[src/rtl/pov_sweep_column_timer_core_macros.svh]
// Assertion macros for the sweep column timer core.
// Taken in by the datapath; expects a clock aclk and a reset aresetn in scope.
`ifndef POV_SWEEP_COLUMN_TIMER_CORE_MACROS_SVH
`define POV_SWEEP_COLUMN_TIMER_CORE_MACROS_SVH

// same-cycle implication
`define PVCT_ASSERT_IMP(lbl, a, b, msg) \
    lbl: assert property (@(posedge aclk) disable iff (!aresetn) (a) |-> (b)) \
        else $error(msg);

// next-cycle implication
`define PVCT_ASSERT_NXT(lbl, a, b, msg) \
    lbl: assert property (@(posedge aclk) disable iff (!aresetn) (a) |=> (b)) \
        else $error(msg);

`endif

[src/rtl/pvct_pkg.sv]
// Shared constants, types and helper functions for the sweep column timer.
// No dependencies; imported by the controller, the datapath and the top level.
package pvct_pkg;

    localparam int HISTORY_DEPTH = 10;
    localparam int MAX_COLUMNS   = 255;
    localparam int HIST_MID      = HISTORY_DEPTH / 2;

    // configuration register indexes
    localparam int CFG_IDX_W = 3;
    localparam logic [CFG_IDX_W-1:0] CFG_ACCEL_INTERVAL  = 3'd0;
    localparam logic [CFG_IDX_W-1:0] CFG_FRONT_PORCH_PCT = 3'd1;
    localparam logic [CFG_IDX_W-1:0] CFG_BACK_PORCH_PCT  = 3'd2;
    localparam logic [CFG_IDX_W-1:0] CFG_MAX_HALF_PERIOD = 3'd3;
    localparam logic [CFG_IDX_W-1:0] CFG_NUM_COLUMNS     = 3'd4;
    localparam int CFG_DATA_W = 16;

    localparam logic [15:0] RST_ACCEL_INTERVAL  = 16'd78;
    localparam logic [7:0]  RST_FRONT_PORCH_PCT = 8'd80;
    localparam logic [7:0]  RST_BACK_PORCH_PCT  = 8'd120;
    localparam logic [15:0] RST_MAX_HALF_PERIOD = 16'd8000;
    localparam logic [7:0]  RST_NUM_COLUMNS     = 8'd30;

    // half period (< 2^16) times percent (< 2^8)
    localparam int PROD_W = 24;
    // floor(x / 100) = (x * RECIP_100) >> RECIP_SHIFT, exact for x < 2^24
    localparam int RECIP_W     = 25;
    localparam int RECIP_SHIFT = 31;
    localparam logic [RECIP_W-1:0] RECIP_100 = 25'd21474837;
    localparam int RPROD_W = PROD_W + RECIP_W;
    localparam int QUOT_W  = RPROD_W - RECIP_SHIFT;

    localparam int DIV_STEPS = 32;
    localparam int DIV_CNT_W = $clog2(DIV_STEPS);

    localparam logic [15:0] PERIOD_NO_COLUMNS = 16'hFFFF;

    typedef struct packed {
        logic accept;
        logic sample;
        logic half;
        logic recip_f;
        logic recip_b;
        logic span;
        logic div;
        logic arm;
        logic disp;
    } pvct_cmd_t;

    typedef struct packed {
        logic trig;
        logic half_ok;
        logic cols_zero;
        logic div_last;
        logic out_free;
    } pvct_stat_t;

    function automatic logic [7:0] cols_used(input logic [7:0] n);
        return (n > 8'(MAX_COLUMNS)) ? 8'(MAX_COLUMNS) : n;
    endfunction

    function automatic logic is_neg(input logic [5:0] v);
        return v[5];
    endfunction

    function automatic logic is_pos(input logic [5:0] v);
        return !v[5] && (v != 6'd0);
    endfunction

endpackage

[src/rtl/pov_sweep_column_timer_core.sv]
// Channel   Dir  Ports                                    Word
// s_        in   s_valid s_ready s_accel_raw               one timer tick
// m_        out  m_valid m_ready m_column_fire ..         one result per tick
// cfg_      in   cfg_valid cfg_ready cfg_index cfg_data    register write
//
// A tick samples, then displays; a trigger adds the half-period check, and a
// period within bound adds the two porch reciprocals, span and arm, with the
// 32-step restoring divider for the column period before arm unless zero columns.
// One tick is in flight at a time; the result register lets the next tick be
// accepted while a word waits. A stalled m_ side holds the display step.
// aresetn is synchronous, active low; configuration returns to its defaults.
module pov_sweep_column_timer_core import pvct_pkg::*; (
    input  logic                  aclk,
    input  logic                  aresetn,
    input  logic                  s_valid,
    output logic                  s_ready,
    input  logic [7:0]            s_accel_raw,
    output logic                  m_valid,
    input  logic                  m_ready,
    output logic                  m_column_fire,
    output logic [7:0]            m_column_index,
    output logic                  m_display_blank,
    output logic                  m_sweep_armed,
    input  logic                  cfg_valid,
    output logic                  cfg_ready,
    input  logic [CFG_IDX_W-1:0]  cfg_index,
    input  logic [CFG_DATA_W-1:0] cfg_data
);

    pvct_cmd_t  cmd;
    pvct_stat_t stat;

    pvct_ctrl u_ctrl (
        .aclk    (aclk),
        .aresetn (aresetn),
        .s_valid (s_valid),
        .s_ready (s_ready),
        .stat    (stat),
        .cmd     (cmd)
    );

    pvct_datapath u_datapath (
        .aclk            (aclk),
        .aresetn         (aresetn),
        .cmd             (cmd),
        .stat            (stat),
        .s_accel_raw     (s_accel_raw),
        .cfg_valid       (cfg_valid),
        .cfg_ready       (cfg_ready),
        .cfg_index       (cfg_index),
        .cfg_data        (cfg_data),
        .m_valid         (m_valid),
        .m_ready         (m_ready),
        .m_column_fire   (m_column_fire),
        .m_column_index  (m_column_index),
        .m_display_blank (m_display_blank),
        .m_sweep_armed   (m_sweep_armed)
    );

endmodule

[src/rtl/pvct_ctrl.sv]
// Sequencer for one tick: sampling, sweep record arithmetic, display step.
// Depends on pvct_pkg for the command and status structs.
module pvct_ctrl import pvct_pkg::*; (
    input  logic       aclk,
    input  logic       aresetn,
    input  logic       s_valid,
    output logic       s_ready,
    input  pvct_stat_t stat,
    output pvct_cmd_t  cmd
);

    localparam logic [3:0] S_IDLE    = 4'd0;
    localparam logic [3:0] S_SAMPLE  = 4'd1;
    localparam logic [3:0] S_HALF    = 4'd2;
    localparam logic [3:0] S_RECIP_F = 4'd3;
    localparam logic [3:0] S_RECIP_B = 4'd4;
    localparam logic [3:0] S_SPAN    = 4'd5;
    localparam logic [3:0] S_DIV     = 4'd6;
    localparam logic [3:0] S_ARM     = 4'd7;
    localparam logic [3:0] S_DISP    = 4'd8;

    logic [3:0] state_reg, state_next;

    always_ff @(posedge aclk) begin
        if (!aresetn) begin
            state_reg <= S_IDLE;
        end else begin
            state_reg <= state_next;
        end
    end

    always_comb begin
        state_next = state_reg;
        unique case (state_reg)
            S_IDLE:    if (s_valid) state_next = S_SAMPLE;
            S_SAMPLE:  state_next = stat.trig ? S_HALF : S_DISP;
            S_HALF:    state_next = stat.half_ok ? S_RECIP_F : S_DISP;
            S_RECIP_F: state_next = S_RECIP_B;
            S_RECIP_B: state_next = S_SPAN;
            S_SPAN:    state_next = stat.cols_zero ? S_ARM : S_DIV;
            S_DIV:     if (stat.div_last) state_next = S_ARM;
            S_ARM:     state_next = S_DISP;
            S_DISP:    if (stat.out_free) state_next = S_IDLE;
            default:   state_next = S_IDLE;
        endcase
    end

    assign s_ready     = (state_reg == S_IDLE);
    assign cmd.accept  = (state_reg == S_IDLE) && s_valid;
    assign cmd.sample  = (state_reg == S_SAMPLE);
    assign cmd.half    = (state_reg == S_HALF);
    assign cmd.recip_f = (state_reg == S_RECIP_F);
    assign cmd.recip_b = (state_reg == S_RECIP_B);
    assign cmd.span    = (state_reg == S_SPAN);
    assign cmd.div     = (state_reg == S_DIV);
    assign cmd.arm     = (state_reg == S_ARM);
    // display step and result word load happen together, only into a free slot
    assign cmd.disp    = (state_reg == S_DISP) && stat.out_free;

endmodule

[src/rtl/pvct_datapath.sv]
// Datapath: config registers, sample/time history, trigger detect, porch math,
// restoring divider, sweep records, column stepping and the result register.
// Depends on pvct_pkg and the assertion macro header.
`include "pov_sweep_column_timer_core_macros.svh"

module pvct_datapath import pvct_pkg::*; (
    input  logic                 aclk,
    input  logic                 aresetn,
    input  pvct_cmd_t            cmd,
    output pvct_stat_t           stat,
    input  logic [7:0]           s_accel_raw,
    input  logic                 cfg_valid,
    output logic                 cfg_ready,
    input  logic [CFG_IDX_W-1:0] cfg_index,
    input  logic [CFG_DATA_W-1:0] cfg_data,
    output logic                 m_valid,
    input  logic                 m_ready,
    output logic                 m_column_fire,
    output logic [7:0]           m_column_index,
    output logic                 m_display_blank,
    output logic                 m_sweep_armed
);

    // configuration
    logic [15:0] accel_interval_reg;
    logic [7:0]  front_pct_reg, back_pct_reg, num_columns_reg;
    logic [15:0] max_half_reg;

    assign cfg_ready = 1'b1;

    always_ff @(posedge aclk) begin
        if (!aresetn) begin
            accel_interval_reg <= RST_ACCEL_INTERVAL;
            front_pct_reg      <= RST_FRONT_PORCH_PCT;
            back_pct_reg       <= RST_BACK_PORCH_PCT;
            max_half_reg       <= RST_MAX_HALF_PERIOD;
            num_columns_reg    <= RST_NUM_COLUMNS;
        end else if (cfg_valid) begin
            case (cfg_index)
                CFG_ACCEL_INTERVAL:  accel_interval_reg <= cfg_data;
                CFG_FRONT_PORCH_PCT: front_pct_reg      <= cfg_data[7:0];
                CFG_BACK_PORCH_PCT:  back_pct_reg       <= cfg_data[7:0];
                CFG_MAX_HALF_PERIOD: max_half_reg       <= cfg_data;
                CFG_NUM_COLUMNS:     num_columns_reg    <= cfg_data[7:0];
                default: ;
            endcase
        end
    end

    logic [7:0] cols_n;
    assign cols_n = cols_used(num_columns_reg);

    // sampling state
    logic [7:0]  raw_reg;
    logic [31:0] tick_reg, last_sample_reg;
    logic [5:0]  sample_hist_reg [HISTORY_DEPTH];
    logic [31:0] time_hist_reg   [HISTORY_DEPTH];
    logic        moving_left_reg;
    logic [31:0] trig_time_reg, prev_trig_reg;
    logic        armed_reg;

    logic [31:0] since_sample;
    logic        take, keep, rise, fall, trig;
    logic [5:0]  new_sample;

    assign since_sample = tick_reg - last_sample_reg;
    assign take         = since_sample > {16'd0, accel_interval_reg};
    assign keep         = take && !raw_reg[6];
    assign new_sample   = raw_reg[5:0];

    // evaluated on the history as it stands before this shift, with the new sample
    assign rise = is_neg(sample_hist_reg[1]) && is_neg(sample_hist_reg[2])
               && is_neg(sample_hist_reg[3]) && is_pos(new_sample)
               && is_pos(sample_hist_reg[HISTORY_DEPTH-1])
               && is_pos(sample_hist_reg[HISTORY_DEPTH-2]);
    assign fall = is_pos(sample_hist_reg[1]) && is_pos(sample_hist_reg[2])
               && is_pos(sample_hist_reg[3]) && is_neg(new_sample)
               && is_neg(sample_hist_reg[HISTORY_DEPTH-1])
               && is_neg(sample_hist_reg[HISTORY_DEPTH-2]);
    assign trig = keep && ((!moving_left_reg && rise) || (moving_left_reg && fall));

    always_ff @(posedge aclk) begin
        if (!aresetn) begin
            tick_reg        <= 32'd0;
            last_sample_reg <= 32'd0;
            moving_left_reg <= 1'b0;
            trig_time_reg   <= 32'd0;
            prev_trig_reg   <= 32'd0;
            armed_reg       <= 1'b0;
            for (int i = 0; i < HISTORY_DEPTH; i++) begin
                sample_hist_reg[i] <= 6'd0;
                time_hist_reg[i]   <= 32'd0;
            end
        end else begin
            if (cmd.accept) begin
                raw_reg   <= s_accel_raw;
                tick_reg  <= tick_reg + 32'd1;
                armed_reg <= 1'b0;
            end
            if (cmd.sample && take) begin
                last_sample_reg <= tick_reg;
            end
            if (cmd.sample && keep) begin
                for (int i = 0; i < HISTORY_DEPTH - 1; i++) begin
                    sample_hist_reg[i] <= sample_hist_reg[i+1];
                    time_hist_reg[i]   <= time_hist_reg[i+1];
                end
                sample_hist_reg[HISTORY_DEPTH-1] <= new_sample;
                time_hist_reg[HISTORY_DEPTH-1]   <= tick_reg;
            end
            if (cmd.sample && trig) begin
                moving_left_reg <= !moving_left_reg;
                prev_trig_reg   <= trig_time_reg;
                trig_time_reg   <= time_hist_reg[HIST_MID+1];
            end
            if (cmd.arm) begin
                armed_reg <= 1'b1;
            end
        end
    end

    // porch arithmetic
    logic [31:0]        half;
    logic               half_ok;
    logic [PROD_W-1:0]  prod_front_reg, prod_back_reg, recip_in;
    logic [RPROD_W-1:0] recip_prod;
    logic [QUOT_W-1:0]  q_front_reg, q_back_reg;
    logic [31:0]        first_reg;

    assign half       = trig_time_reg - prev_trig_reg;
    assign half_ok    = half < {16'd0, max_half_reg};
    assign recip_in   = cmd.recip_b ? prod_back_reg : prod_front_reg;
    assign recip_prod = RPROD_W'(recip_in) * RPROD_W'(RECIP_100);

    always_ff @(posedge aclk) begin
        if (cmd.half) begin
            prod_front_reg <= PROD_W'(half[15:0]) * PROD_W'(front_pct_reg);
            prod_back_reg  <= PROD_W'(half[15:0]) * PROD_W'(back_pct_reg);
        end
        if (cmd.recip_f) begin
            q_front_reg <= recip_prod[RECIP_SHIFT +: QUOT_W];
        end
        if (cmd.recip_b) begin
            q_back_reg <= recip_prod[RECIP_SHIFT +: QUOT_W];
        end
        if (cmd.span) begin
            first_reg <= trig_time_reg + 32'(q_front_reg);
        end
    end

    // restoring divider: span / columns, one quotient bit a cycle
    logic [31:0]          div_q_reg;
    logic [8:0]           div_rem_reg, rem_sh;
    logic                 rem_ge;
    logic [DIV_CNT_W-1:0] div_cnt_reg;

    assign rem_sh = {div_rem_reg[7:0], div_q_reg[31]};
    assign rem_ge = rem_sh >= {1'b0, cols_n};

    always_ff @(posedge aclk) begin
        if (!aresetn) begin
            div_cnt_reg <= '0;
        end else if (cmd.span) begin
            div_cnt_reg <= '0;
        end else if (cmd.div) begin
            div_cnt_reg <= div_cnt_reg + 1'b1;
        end
    end

    always_ff @(posedge aclk) begin
        if (cmd.span) begin
            // trigger time cancels out of (last - first)
            div_q_reg   <= 32'(q_back_reg) - 32'(q_front_reg);
            div_rem_reg <= 9'd0;
        end else if (cmd.div) begin
            div_q_reg   <= {div_q_reg[30:0], rem_ge};
            div_rem_reg <= rem_ge ? (rem_sh - {1'b0, cols_n}) : rem_sh;
        end
    end

    // sweep records and display stepping
    logic [31:0] rec_start_reg  [2];
    logic [15:0] rec_period_reg [2];
    logic        rec_fwd_reg    [2];
    logic        rec_valid_reg  [2];
    logic        active_rec_reg;
    logic [31:0] next_col_reg;
    logic [15:0] period_now_reg;
    logic [7:0]  cur_col_reg, cols_left_reg;
    logic        step_fwd_reg, disp_active_reg;

    logic        fire, blank, rec_sel, due, start_due;
    logic [7:0]  fire_idx;

    assign rec_sel   = active_rec_reg;
    assign due       = tick_reg >= next_col_reg;
    assign start_due = rec_valid_reg[rec_sel] && (tick_reg >= rec_start_reg[rec_sel]);
    assign fire      = disp_active_reg && due;
    assign fire_idx  = fire ? cur_col_reg : 8'd0;
    assign blank     = fire && (cols_left_reg == 8'd1);

    always_ff @(posedge aclk) begin
        if (!aresetn) begin
            active_rec_reg  <= 1'b0;
            next_col_reg    <= 32'd0;
            period_now_reg  <= 16'd0;
            cur_col_reg     <= 8'd0;
            cols_left_reg   <= 8'd0;
            step_fwd_reg    <= 1'b0;
            disp_active_reg <= 1'b0;
            for (int i = 0; i < 2; i++) begin
                rec_start_reg[i]  <= 32'd0;
                rec_period_reg[i] <= 16'd0;
                rec_fwd_reg[i]    <= 1'b0;
                rec_valid_reg[i]  <= 1'b0;
            end
        end else begin
            if (cmd.arm) begin
                active_rec_reg                  <= !active_rec_reg;
                rec_start_reg[!active_rec_reg]  <= first_reg;
                rec_period_reg[!active_rec_reg] <= (cols_n == 8'd0) ? PERIOD_NO_COLUMNS
                                                                    : div_q_reg[15:0];
                rec_fwd_reg[!active_rec_reg]    <= moving_left_reg;
                rec_valid_reg[!active_rec_reg]  <= 1'b1;
            end
            if (cmd.disp) begin
                if (disp_active_reg) begin
                    if (due) begin
                        next_col_reg  <= next_col_reg + 32'(period_now_reg);
                        cur_col_reg   <= step_fwd_reg ? cur_col_reg + 8'd1
                                                      : cur_col_reg - 8'd1;
                        cols_left_reg <= cols_left_reg - 8'd1;
                        if (cols_left_reg == 8'd1) begin
                            disp_active_reg <= 1'b0;
                        end
                    end
                end else if (start_due) begin
                    rec_valid_reg[rec_sel] <= 1'b0;
                    if (cols_n != 8'd0) begin
                        cols_left_reg   <= cols_n;
                        next_col_reg    <= rec_start_reg[rec_sel]
                                         + 32'(rec_period_reg[rec_sel]);
                        period_now_reg  <= rec_period_reg[rec_sel];
                        step_fwd_reg    <= rec_fwd_reg[rec_sel];
                        cur_col_reg     <= rec_fwd_reg[rec_sel] ? 8'd0 : cols_n - 8'd1;
                        disp_active_reg <= 1'b1;
                    end
                end
            end
        end
    end

    // result word register
    logic       m_valid_reg;
    logic       m_fire_reg, m_blank_reg, m_armed_reg;
    logic [7:0] m_index_reg;

    always_ff @(posedge aclk) begin
        if (!aresetn) begin
            m_valid_reg <= 1'b0;
        end else if (cmd.disp) begin
            m_valid_reg <= 1'b1;
        end else if (m_ready) begin
            m_valid_reg <= 1'b0;
        end
    end

    always_ff @(posedge aclk) begin
        if (cmd.disp) begin
            m_fire_reg  <= fire;
            m_index_reg <= fire_idx;
            m_blank_reg <= blank;
            m_armed_reg <= armed_reg;
        end
    end

    assign m_valid         = m_valid_reg;
    assign m_column_fire   = m_fire_reg;
    assign m_column_index  = m_index_reg;
    assign m_display_blank = m_blank_reg;
    assign m_sweep_armed   = m_armed_reg;

    assign stat.trig      = trig;
    assign stat.half_ok   = half_ok;
    assign stat.cols_zero = (cols_n == 8'd0);
    assign stat.div_last  = (div_cnt_reg == DIV_CNT_W'(DIV_STEPS - 1));
    assign stat.out_free  = !m_valid_reg || m_ready;

    `PVCT_ASSERT_IMP(a_blank_needs_fire, m_valid_reg && m_blank_reg, m_fire_reg, "blank without fire")
    `PVCT_ASSERT_IMP(a_active_has_cols, disp_active_reg, cols_left_reg != 8'd0, "active sweep, no columns")
    `PVCT_ASSERT_IMP(a_div_nonzero, cmd.div, cols_n != 8'd0, "divide by zero columns")
    `PVCT_ASSERT_NXT(a_disp_loads_out, cmd.disp, m_valid_reg, "display step lost its word")
    `PVCT_ASSERT_IMP(a_out_from_disp, $rose(m_valid_reg), $past(cmd.disp), "result word from nowhere")

endmodule
[config.mk]
export PLATFORM = sky130hd
export DESIGN_NAME = pov_sweep_column_timer_core
export DESIGN_NICKNAME = d
export VERILOG_FILES = /design/src/rtl/pvct_pkg.sv /design/src/rtl/pov_sweep_column_timer_core.sv /design/src/rtl/pvct_ctrl.sv /design/src/rtl/pvct_datapath.sv
export VERILOG_INCLUDE_DIRS = /design/src /design/src/rtl
export SDC_FILE = /design/constraint.sdc
export NUM_CORES = 2
export LEC_CHECK = 0
export BUFFER_PORTS_ARGS = -buffer_cell sky130_fd_sc_hd__buf_2
export CORE_MARGIN = 2
export CORE_UTILIZATION = 60
export DETAILED_ROUTE_END_ITERATION = 16
export GPL_TIMING_DRIVEN = 0
export PLACE_DENSITY = 0.76
export SYNTH_ARGS = -nofsm -noshare
export SYNTH_HDL_FRONTEND = slang
export SYNTH_SLANG_ARGS = --single-unit
[constraint.sdc]
create_clock -name aclk -period 36.4 [get_ports aclk]
set_input_delay 10.92 -clock aclk [delete_from_list [all_inputs] [get_ports aclk]]
set_output_delay 10.92 -clock aclk [all_outputs]
set_load 0.05 [all_outputs]
==> results.py <==
metrics = {
    "yosys": {
        "synthSimpleGateAreaFrac_pct": 15.6,
        "synth-xor-area-share_pct": 3.42,
        "synth_edf_count": 444,
        "seq_area_frac_synth_pct": 34.4,
        "yosys_warnings": 0,
        "async_flop_share_pct": 0,
        "synth_mux_area_share_pct": 3.20,
        "synthCells": 5500,
        "syn_area_per_cell_sq_um": 9.97,
        "synth-compound-area-share_pct": 9.78,
        "synth_fa_ha_area_share_pct": 27.0,
        "synth_flop_cell": "edfxtp_1",
        "synth_seq_cells": 720,
        "syn-num-nets": 6491,
        "synth_top_family_by_area": "adder cells",
        "synth_cell_types": 87,
        "synth_area_sq_um": 54800,
    },
    "power": {
        "power_frac_seq_pct": 45.8,
        "p_comb_share_pct": 14.8,
        "p_leak_nw": 26.2,
        "p_switching_uw": 569,
        "intPower_mw": 1.52,
        "switching_share_pct": 27.3,
        "clock_power_share_pct": 39.4,
        "ir_drop_v": 0.0000456,
        "powerDensity_nw_per_um2": 35.0,
    },
    "critical_path": {
        "critPathSlowestCell": "nor2b_2",
        "endpoint_kind": "flip-flop",
        "reg2reg_from": "u_ctrl.state_reg[2]$_SDFFE_PN0P_",
        "r2r-end": "u_datapath.q_front_reg[17]$_DFFE_PP_",
        "startpoint_type": "input port",
        "cp_max_fo": 15,
        "worstPathRequired_ps": 36950,
        "worstSetupPathType": "input port to flip-flop",
        "crit_end": "u_datapath.next_col_reg[20]$_SDFFE_PN0P_",
        "cp.arrival_ps": 14330,
        "critPathLaunch": "m_ready",
        "crit_chain": "buf_2 > nor2b_1 > nor2b_2 > nor4b_1 > nor3b_1 > clkbuf_1 > buf_1 > a32oi_1 > a21oi_1",
        "slowest_delay_ps": 750,
        "reg2reg_slack_ps": 25700,
        "reg2reg_depth": 29,
    },
    "die": {
        "rows": 110,
        "die-area_sq_um": 93800,
        "die_x_microns": 306,
        "fp.dieH_microns": 306,
        "start_util_pct": 60.7,
        "io_pins": 46,
        "core_region_area_sq_um": 90300,
    },
    "detailed_routing": {
        "viasPerCell": 5.89,
        "wl_mm": 142,
        "drt.antenna.violating_nets": 0,
        "first_pass_iters": 9,
        "vias": 40500,
        "drc_errors": 0,
        "wl_per_cell_microns": 20.6,
        "drtIter0Drc": 3734,
    },
    "sta": {
        "rsz0062_at_grt": "false",
        "min_period_over_period_pct": 37.8,
        "finalHoldViolations": 0,
        "fin_skew_ps": 26.3,
        "setup_violations": 0,
        "finalSetupTns_ps": 0,
        "relSlewSlack_pct": 1.54,
        "worst_hold_slack_ps": 455,
        "worst_slew_pin_slew_ps": 1460,
        "finalCriticalPeriod_ps": 13770,
        "achievable-frequency_ghz": 0.0726,
        "finalMaxSlewViolations": 0,
    },
    "status": {
        "violations": "capacitance limit",
        "status": "complete, but fails checks",
    },
    "cells_and_area": {
        "area_growth_pct": 8.57,
        "final_common_cell": "inv_1",
        "fin_nets": 6630,
        "final_cell_mix": "723 x inv_1, 583 x ha_1, 444 x edfxtp_1",
        "largest_reg_flops": 128,
        "final_area_sq_um": 59500,
        "drive_above_1_share_pct": 5.49,
    },
    "worst_hold_path": {
        "hp-class": "flip-flop to flip-flop",
    },
    "clocking": {
        "cts_sinks": 720,
        "cts_resized": 0,
        "post-cts-setup-buffers": 0,
        "clock_tree.buffer_depth": 3,
        "insertion_delay_ps": 650,
        "hold_buffers": 0,
        "ctsHtreeMaxLevel": 3,
        "path_clk_slew_ps": 60,
        "cts_root_buf": "clkbuf_16",
        "cts_tree": "done",
        "cts_buffers": 77,
    },
    "placed_design": {
        "portBuffers": 43,
        "placed_area_sq_um": 56800,
        "gp_congestion": 0.976,
        "dp_hpwl_mm": 112,
    },
    "global_routing": {
        "grt_max_degree": 42,
        "antenna_found_initial": 3,
        "grt_pass1_vias": 40500,
        "grt_pass1_wl_mm": 223,
        "grtUsageTotal_pct": 30.6,
        "overflow": 0,
    },
    "job": {
        "maxCapViolCount": 1,
    },
}
## layer usage
metal  wire, microns  global-route usage (%)  vias up
met4            4460                    9.54        0
met5               0                       0        -
met3           12500                    6.58      278
met2           63700                    48.5     1501
li1                -                       -    19000
met1           60900                    42.0    19800
## through the flow
step	total power [mW]	setup WS [ps]	utilization [%]	cells
floorplan	1.19	17050	-	5500
global placement	1.29	12530	62.6	6719
detailed placement	1.28	21720	62.9	6735
CTS	2.09	22330	65.9	6879
global route	2.16	22420	65.9	6880
finish	2.09	22630	65.9	6881
## power by group through the flow
| stage | logic, mW | clock network, mW | registers [mW] |
|---|---|---|---|
| 2_1_floorplan | 0.198 | 0 | 0.997 |
| 3_3_place_gp | 0.285 | 0 | 1.01 |
| 3_5_place_dp | 0.304 | 0 | 0.972 |
| 4_1_cts | 0.307 | 0.829 | 0.955 |
| 5_1_grt | 0.336 | 0.860 | 0.959 |
| 6_report | 0.309 | 0.822 | 0.955 |
## worst min-delay path by stage
stage | from | to | cells past startpoint
detailed placement | u_datapath.max_half_reg[3]$_SDFFE_PN0P_ | u_datapath.max_half_reg[3]$_SDFFE_PN0P_ | 2
global route | u_datapath.armed_reg$_SDFFE_PN0P_ | u_datapath.m_sweep_armed$_DFFE_PP_ | 0
CTS | u_datapath.max_half_reg[3]$_SDFFE_PN0P_ | u_datapath.max_half_reg[3]$_SDFFE_PN0P_ | 2
floorplan | u_datapath.armed_reg$_SDFFE_PN0P_ | u_datapath.m_sweep_armed$_DFFE_PP_ | 0
global placement | u_datapath.div_rem_reg[7]$_SDFFE_PP0P_ | u_datapath.div_rem_reg[7]$_SDFFE_PP0P_ | 2
finish | u_datapath.max_half_reg[1]$_SDFFE_PN0P_ | u_datapath.max_half_reg[1]$_SDFFE_PN0P_ | 2
## cells by family after synthesis
family          Yosys count
simple gates           1708
fa+ha+maj               959
buf+inv                 909
compound gates          818
flops                   720
xor+xnor                214
mux                     171
other cells               1
## synthesized netlist by cell type (all sizes together), types with 10 or more instances
cell type,number,share of area [%]
dfxtp,276,10
nor2,368,2.5
or4,11,0.15
nor4,17,0.25
a211oi,60,0.83
o21bai,18,0.25
ha,583,13
o211ai,32,0.44
nand3,123,1.1
or3,31,0.35
xor2,89,1.4
o21a,36,0.49
nor3,96,0.90
a31oi,23,0.27
a21oi,238,2.2
and2,406,4.6
o2111ai,13,0.21
a2111oi,14,0.25
or2,24,0.27
a21o,74,1.0
edfxtp,444,24
a22oi,10,0.14
fa,376,14
nand4,42,0.48
clkbuf,133,0.91
xnor2,125,2.0
nand2b,39,0.45
a221oi,11,0.18
nor2b,55,0.63
o21ai,143,1.3
o22ai,10,0.11
buf,52,0.74
nand2,437,3.0
and3,29,0.33
a21boi,15,0.21
a211o,13,0.21
o31ai,43,0.60
mux2,31,0.64
inv,724,5.0
mux2i,140,2.6
## cell type report
| class | count | area (sq um) |
|---|---|---|
| antenna | 1 | 2.50 |
| timing repair buffer | 60 | 485 |
| multi-input combinational | 3871 | 32400 |
| buffer | 185 | 908 |
| inverter | 724 | 2720 |
| fill | 7132 | 30800 |
| tap | 1176 | 1470 |
| clock buffer | 103 | 2140 |
| clock inverter | 41 | 551 |
| sequential | 720 | 18900 |
## worst max-delay path, delay by kind of cell
kind	cells	cell delay (ps)
compound gates	2	400
buf+inv	3	1170
simple gates	4	1830
No activity file was read; power rests on OpenSTA's default activity.
